**config.mk**
```make
export PLATFORM = sky130hd
export DESIGN_NAME = bsop_ctrl
export DESIGN_NICKNAME = d
export VERILOG_FILES = /design/src/design/bsop_pkg.sv /design/src/design/bsop_ctrl.sv
export SDC_FILE = /design/constraint.sdc
export NUM_CORES = 1
export LEC_CHECK = 0
export ABC_AREA = 1
export BUFFER_PORTS_ARGS = -buffer_cell sky130_fd_sc_hd__buf_2
export CAP_MARGIN = 40
export CORE_AREA = 2 2 39 41
export CTS_BUF_LIST = sky130_fd_sc_hd__clkbuf_4
export DETAILED_ROUTE_END_ITERATION = 7
export DIE_AREA = 0 0 41 43
export MAX_ROUTING_LAYER = met4
export PLACE_DENSITY = 0.37
export SLEW_MARGIN = 30
export SYNTH_ARGS = -nofsm -noshare
export SYNTH_HDL_FRONTEND = slang
export SYNTH_SLANG_ARGS = --single-unit
```
**constraint.sdc**
```tcl
create_clock -name clk -period 2.2 [get_ports clk]
set_clock_uncertainty 0.2 [all_clocks]
set_input_delay 0.22 -clock clk [delete_from_list [all_inputs] [get_ports clk]]
set_output_delay 0.22 -clock clk [all_outputs]
set_load 0.02 [all_outputs]
```
**src/design/bsop_pkg.sv**
```systemverilog
// shared types and constants for the bitmap set operation unit
// no dependencies; imported by every module of the block
package bsop_pkg;

  localparam int DEF_MAX_WORDS = 255;

  localparam int MODE_W   = 4;
  localparam int IDX_W    = 8;
  localparam int WORD_W   = 16;
  localparam int ELEM_W   = 16;
  localparam int BITSEL_W = 4;

  // stream payload layout
  localparam int S_TDATA_W = 72;
  localparam int M_OUT_W   = 2 + WORD_W + IDX_W;
  localparam int M_TDATA_W = 32;

  typedef enum logic [MODE_W-1:0] {
    MODE_WR_A     = 4'd0,
    MODE_WR_B     = 4'd1,
    MODE_SIZE_A   = 4'd2,
    MODE_SIZE_B   = 4'd3,
    MODE_UNION    = 4'd4,
    MODE_INTER    = 4'd5,
    MODE_DIFF     = 4'd6,
    MODE_EQUAL    = 4'd7,
    MODE_SUBSET   = 4'd8,
    MODE_SUPERSET = 4'd9,
    MODE_MEMBER   = 4'd10,
    MODE_SUBRANGE = 4'd11,
    MODE_ADJUST   = 4'd12,
    MODE_RD_A     = 4'd13
  } mode_t;

  typedef struct packed {
    logic capture;
    logic setup;
    logic walk;
    logic commit;
  } cmd_t;

  typedef struct packed {
    logic clearing;
    logic walk_needed;
    logic walk_last;
    logic out_free;
  } sts_t;

endpackage

```
**src/design/bsop_ctrl.sv**
```systemverilog
// sequencer for the bitmap set operation unit
// depends on bsop_pkg; drives the datapath through cmd_t, reads sts_t
module bsop_ctrl (
  input  logic            clk,
  input  logic            rst,
  input  logic            in_valid,
  output logic            in_ready,
  input  bsop_pkg::sts_t  sts,
  output bsop_pkg::cmd_t  cmd
);
  import bsop_pkg::*;

  typedef enum logic [2:0] {
    ST_IDLE,
    ST_SETUP,
    ST_WALK,
    ST_DRAIN,
    ST_FINISH
  } state_t;

  state_t state;

  always_ff @(posedge clk) begin
    if (rst) begin
      state <= ST_IDLE;
    end else begin
      case (state)
        ST_IDLE: begin
          if (in_valid && !sts.clearing) state <= ST_SETUP;
        end
        ST_SETUP: begin
          state <= sts.walk_needed ? ST_WALK : ST_FINISH;
        end
        ST_WALK: begin
          if (sts.walk_last) state <= ST_DRAIN;
        end
        ST_DRAIN: begin
          state <= ST_FINISH;
        end
        ST_FINISH: begin
          if (sts.out_free) state <= ST_IDLE;
        end
        default: begin
          state <= ST_IDLE;
        end
      endcase
    end
  end

  // no item is taken while the stores are being cleared
  assign in_ready    = (state == ST_IDLE) && !sts.clearing;
  assign cmd.capture = in_ready && in_valid;
  assign cmd.setup   = (state == ST_SETUP);
  assign cmd.walk    = (state == ST_WALK);
  assign cmd.commit  = (state == ST_FINISH) && sts.out_free;

endmodule

```
==> results of run 1 <==
==> synthesized netlist by cell type <==
| master | instances | share of area [%] |
|---|---|---|
| a21oi_2 | 1 | 4.5 |
| nand2_1 | 7 | 13 |
| nand3_1 | 5 | 13 |
| nor2_1 | 4 | 7.6 |
| nor3_2 | 1 | 5.1 |
| nor2_2 | 1 | 3.2 |
| a21oi_1 | 1 | 2.5 |
| dfxtp_1 | 3 | 31 |
| inv_2 | 1 | 1.9 |
| nor4_1 | 1 | 3.2 |
| inv_1 | 8 | 15 |
==> kinds of logic (layout without fill, tap and decap cells) <==
family          after synthesis  in the layout  share of synthesized area, %
buf+inv                       9             25                         17.20
flops                         3              3                         30.57
simple gates                 19             19                         45.23
compound gates                2              2                         7.005
==> worst min path at each step <==
stage | to | slack, ps | cells after the start | from
finish | state[1] | 60 | 3 | sts[2]
global route | state[1] | 60 | 3 | sts[2]
CTS | state[1] | 50 | 3 | sts[2]
detailed placement | state[1] | 220 | 2 | rst
global placement | state[1] | 230 | 2 | rst
floorplan | state[1] | 80 | 1 | rst
==> report_power, final <==
| part | internal (mW) | switching, mW | total, mW |
|---|---|---|---|
| registers | 0.0615 | 0.0103 | 0.0718 |
| logic | 0.0297 | 0.0461 | 0.0758 |
| clock network | 0.0801 | 0.0262 | 0.106 |
| total | 0.171 | 0.0827 | 0.254 |
==> critical path, cell delays in order, from the launching register on <==
cell and delay, ps:
dfxtp_1 340, nor2_2 190, nand2_1 90, nor2_1 80, buf_2 160
==> layer usage <==
metal  vias up  global-route usage (%)
li1        133                       -
met1        95                   6.731
met2         7                   8.750
met3         0                   1.571
met4         0                   10.00
met5         -                       -
==> stage by stage <==
step / setup WS [ps] / hold slack (ps) / cells / power [mW] / utilization, %
after CTS: 653.8 / 50.26 / 65 / 0.2634 / 22.51
after detailed placement: 905.6 / 223.0 / 60 / 0.1489 / 19.62
after global routing: 561.7 / 59.31 / 65 / 0.2738 / 22.51
final: 682.1 / 60.87 / 65 / 0.2540 / 22.51
after floorplan: 660.5 / 82.44 / 33 / 0.1247 / -
after global placement: 904.1 / 225.0 / 60 / 0.1494 / 19.62
==> final cells by class <==
class                   count  area [sq um]
clock buffers               4         30.03
fillers                   168          1072
inverters                   9         33.78
multi-input cells          21         102.6
flip-flops and latches      3         60.06
well taps                  16         20.02
repair buffers             12         65.06
==> timing repair <==
| item | CTS | global route |
|---|---|---|
| endpoints found under the hold margin | 2 | 0 |
| endpoints found under the setup margin | 0 | 0 |
| hold buffers | 1 | 0 |
==> results.md, run 1 <==
* CP endpoint kind: output pin
* Most frequent cells in the layout: buf_2 (11), inv_1 (8), nand2_1 (7)
* CTS resizes at 0
* DRT Pass-1 Iters at 2
* GP Congestion at about 0.63
* Worst vdd ir at ~0.00023 V
* Max_slew headroom at between 80% and 90%
* First-pass GRT wire length at about 730 um
* Clk Latency, worst-skew pair at roughly 230 ps
* Syn. warnings at 0
* Clock Sinks at 3
* Layout area overhead at 58.60%
* Critical Path End: in_ready
* Uppermost layer routed: met3
* Routed wl met2 at about 230 um
* Grt ovf at 0
* Reg2Reg Depth at 5
* CTS buffer count at 3
* Worst Path Arrival at around 1100 ps
* Vias in the first global route at 212
* Residual DRC count at 0
* Initial Utilization at between 10 and 15%
* Top flop regs: state (3)
* Clk root buf: clkbuf_4
* Tightest Hold Check Type: in2reg
* Worst r2r dst: state[0]
* Post-layout instance area at around 310 sq um
* Initial antenna violation count at 0
* Detailed-routed wire length on met3 at 48 um
* Gate Count Post-Synth at 33
* # H-tree levels at 1
* Mapped Area at approximately 200 sq um
* PwrDens at 815.2 mW/mm^2
* Final Hold Vio Count at 0
* Core area at ~0.0014 sq mm
* Reg2Reg Setup Slack at around 1100 ps
* Number of nets in the layout at between 50 and 60
* N_diodes at 0
* Routed Wire Length at around 460 um
* Most common cell after layout, fill and taps aside: buf_2
* Placed cell areas at 271.5 sq um
* Routed wire per std cell at slightly above 7 um
* Most flops, register: state
* Register area share after synthesis at between 30% and 40%
* Die height at 43 um
* CTS clock-pin slew for the worst setup and hold paths at ~30 ps
* Total Neg Setup Slack at 0 ps
* First DRT Iteration DRCs at 1
* Post-synth net total at 40
* Largest net degree at the start of global routing at 7
* Distinct cells, synth at 11
* Via count at roughly 240
* DP Wirelength at 379.4 um
* Status: complete, no violations
* Post-DRT Antenna Nets at 0
* Origin of the worst setup path: state[2]
* Pleak at 0.1846 nW
* Syn Area/Cell at about 6 sq um
* Max Freq at about 660 MHz
* Critical Path RT at approximately 1800 ps
* Post-CTS Setup Bufs at 0
* Final Slew Violations at 0
* # rows at 14
* Boundary Pins at 12
* Maximum fanout along the worst path at 5
* Vias per cell at around 3.6
* Wl on met1 at 186 um
* Period utilization at between 60% and 70%
* Worst-margin pin slew at between 200 and 250 ps
* GRT Total Usage at under 10%
* Final setup vio count at 0
* Max reg flops at 3
* Critical R2R Launch: state[1]
* Port buffer count at 11
* Die X at about 41 um
* Clock Path Buffers at 2
* Die ar. at ~0.0018 sq mm
* Min cycle time layout at approximately 1500 ps
* Fraction of layout instances using a drive strength above 1 at roughly two fifths
* Critical path class: reg2out
* Max Cap Viol at 0
* RSZ-0062 raised after global routing: no
* #FFs+latches synth at 3
* Startpoint types: register
* TritonCTS clock tree: done
Power figures use the tool's default switching activity.
==> inputs of run 2 (changes only) <==
- ABC_AREA: 1 -> 0
- PLACE_DENSITY: 0.37 -> 0.4
- clock period: 2.2 -> 1.3 ns (I/O delays scaled with it)
==> run 2 against run 1 <==
Clock power up 83%; the run now ends with setup timing left; core utilization up 12 points; critical endpoint is now cmd[3]; hold slack worse by 25 ps; wire length up 47%; synthesized cell count down 33%; flip-flop and latch count unchanged; combinational power up 26%; largest cell class unchanged; power up 52%; global-route usage up 3.7 points; register-to-register slack worse by 1300 ps; via count up 8.5%; largest power group unchanged; critical path type unchanged; final cell count down 6.2%.
==> results.md, run 2 <==
* Status: finished, violations left
* Violations in the final reports: setup timing
* Top flop regs: state (3)
* Hold WS at 35.89 ps
* Max_slew headroom at 84.45%
* Vias in the first global route at 265
* Residual DRC count at 0
* Most flops, register: state
* # rows at 14
* Largest net degree at the start of global routing at 10
* N_diodes at 0
* Hold depth at 3
* CP endpoint kind: output pin
* Vias per cell at between 4 and 5
* Main synth FF type: dfxtp_1
* Worst r2r dst: state[0]
* Routed wire per std cell at ~11 um
* Maximum fanout along the worst path at 5
* Grt ovf at 0
* CTS clock-pin slew for the worst setup and hold paths at ~40 ps
* PwrDens at between 800 and 900 mW/mm^2
* Worst-margin pin slew at roughly 230 ps
* Routed Wire Length at 678 um
* Worst Path Arrival at 1140 ps
* CTS buffer count at 3
* Post-synth top cells: dfxtp_1 (3), nand2_1 (2), nor4b_1 (2)
* Clock Sinks at 3
* Fin worst setup slack at -169.6 ps
* Layout area overhead at 118.9%
* Core area at 0.001384 sq mm
* Worst vdd ir at about 0.00029 V
* Clk Latency, worst-skew pair at around 240 ps
* Final Hold Vio Count at 0
* Placed Cells at 53
* Gate Count Post-Synth at 22
* First DRT Iteration DRCs at 11
* Critical path class: reg2out
* Worst-path cell chain: nor4_4, and2_4, buf_6
* Final setup vio count at 7
* Die height at approximately 43 um
* Crit path largest cell delay at about 360 ps
* Filler cell count at between 100 and 150
* Tightest Hold Check Type: in2reg
* WHS Endpoint: state[0]
* Slowest CP cell: dfxtp_4
* Critical Path RT at between 900 and 1000 ps
* TritonCTS clock tree: done
* Dominant cells by area after synthesis: dfxtp_1 (27%), a2111oi_4 (13%), nor4b_1 (8.0%), a311oi_2 (6.9%), buf_6 (5.1%)
* DP Wirelength at around 530 um
* Mapped Area at around 220 sq um
* Min cycle time layout at 1470 ps
* Worst Path Buf+Inv at 1
* Most frequent cells in the layout: buf_4 (9), buf_2 (7), clkbuf_4 (4), buf_6 (4), dfxtp_4 (3)
* Syn. warnings at 0
* Max reg flops at 3
* Port buffer count at 11
* Max Cap Viol at 0
* Reg2Reg Depth at 3
* Die X at between 40 and 50 um
* Clk root buf: clkbuf_4
* Period utilization at 113.0%
* Cell with the most instances after synthesis: dfxtp_1
* Post-synth net total at 29
* Number of nets in the layout at between 50 and 60
* Final Slew Violations at 0
* Synth top area share at roughly 27%
* Syn Area/Cell at 9.953 sq um
* Fraction of layout instances using a drive strength above 1 at 86.67%
* First-pass GRT wire length at roughly 1100 um
* RSZ-0062 raised after global routing: yes
* Clock Path Buffers at 2
* # H-tree levels at 1
* GP Congestion at between 0.8 and 0.9
* Register area share after synthesis at a little over a quarter
* Max Freq at 680.5 MHz
* Post-DRT Antenna Nets at 0
* Post-synthesis async set-or-reset flop share at 0%
* GRT Total Usage at roughly a tenth
* DRT Pass-1 Iters at 4
* Reg2Reg Setup Slack at -150 ps
* Non-Filler Instances at between 60 and 70
* Post-synth EDFFs at 0
* Via count at between 200 and 300
* Critical R2R Launch: state[1]
* Crit path max-delay family: simple AND/OR/NAND/NOR gates
* Startpoint types: register
* Die ar. at roughly 0.0018 sq mm
* Synth area leader: dfxtp_1
* Boundary Pins at 12
* Pleak at around 0.20 nW
* Min-delay src: sts[1]
* Most common cell after layout, fill and taps aside: buf_4
* Distinct cells, synth at 18
* #FFs+latches synth at 3
* Initial antenna violation count at 0
* Initial Utilization at 15.82%
## run 2: cell types whose count changed after synthesis, sizes merged, moves of 2 or more
cell / change
inv: -8
nand2: -5
nand3: -5
nor2: -4
a21oi: -2
and2: +2
buf: +2
nor4b: +2
## run 2: worst min-delay path: stages
cell,delay [ps]
buf_2,100
nand2_1,130
a2111oi_4,80
## run 2: final cells by class
class / count / area (sq um) / share of cell area [%]
sequential: 3 / 71.32 / 14.88
inverter: 1 / 3.754 / 0.7833
tap: 16 / 20.02 / 4.178
timing repair buffer: 21 / 157.7 / 32.90
clock buffer: 4 / 30.03 / 6.266
multi-input combinational: 16 / 196.4 / 40.99
## run 2: cell families (layout without fill, tap and decap cells)
family                 Yosys count  after routing  synth area share [%]
muxes                            1              1                 5.142
buffers and inverters            3             26                 9.139
DFF                              3              3                 27.43
and+or+nand+nor                 12             12                 36.01
AOI/OAI and AO/OA                3              3                 22.29
## run 2: how the worst max path moves through the flow
stage | startpoint | endpoint | slack (ps) | depth (start not counted)
floorplan | state[0] | cmd[3] | -70 | 3
global placement | state[0] | state[2] | -40 | 3
detailed placement | state[1] | state[0] | -80 | 2
CTS | state[2] | cmd[3] | -200 | 3
global route | state[2] | cmd[3] | -220 | 3
finish | state[2] | cmd[3] | -170 | 3
## run 2: metrics by stage
stage	util, %	setup slack, ps	power (mW)	setup TNS [ps]	area, sq um
6_report	34.63	-169.6	0.3872	-821.5	479.2
5_1_grt	34.63	-216.6	0.4102	-1195	479.2
4_1_cts	30.11	-199.0	0.3819	-970.8	416.7
3_5_place_dp	25.77	-76.16	0.1803	-138.8	356.6
3_3_place_gp	25.77	-41.22	0.1793	-62.97	356.6
2_1_floorplan	-	-70.57	0.1504	-174.4	259.0
## run 2: power by group
part	leakage, nW	switching [mW]	total (mW)	internal (mW)
registers	0.0267	0.00600	0.0979	0.0919
logic	0.155	0.0404	0.0954	0.0550
clock network	0.0184	0.0576	0.194	0.136
## run 2: repair_timing
action                                  in CTS  in global routing
hold endpoints to repair                     3                  0
pin swaps                                    2                  2
resized for setup                            6                 13
setup buffers                                1                  2
endpoints found under the setup margin       7                  7
hold buffers                                 1                  0
## run 2: routing by layer
metal  vias up  global-route usage (%)  part of all wire [%]
met5         -                       -                     0
met4         0                   12.00                   1.8
met3         2                   3.141                   5.6
met2        10                   15.31                    61
met1       115                   9.646                    31
li1        128                       -                     -
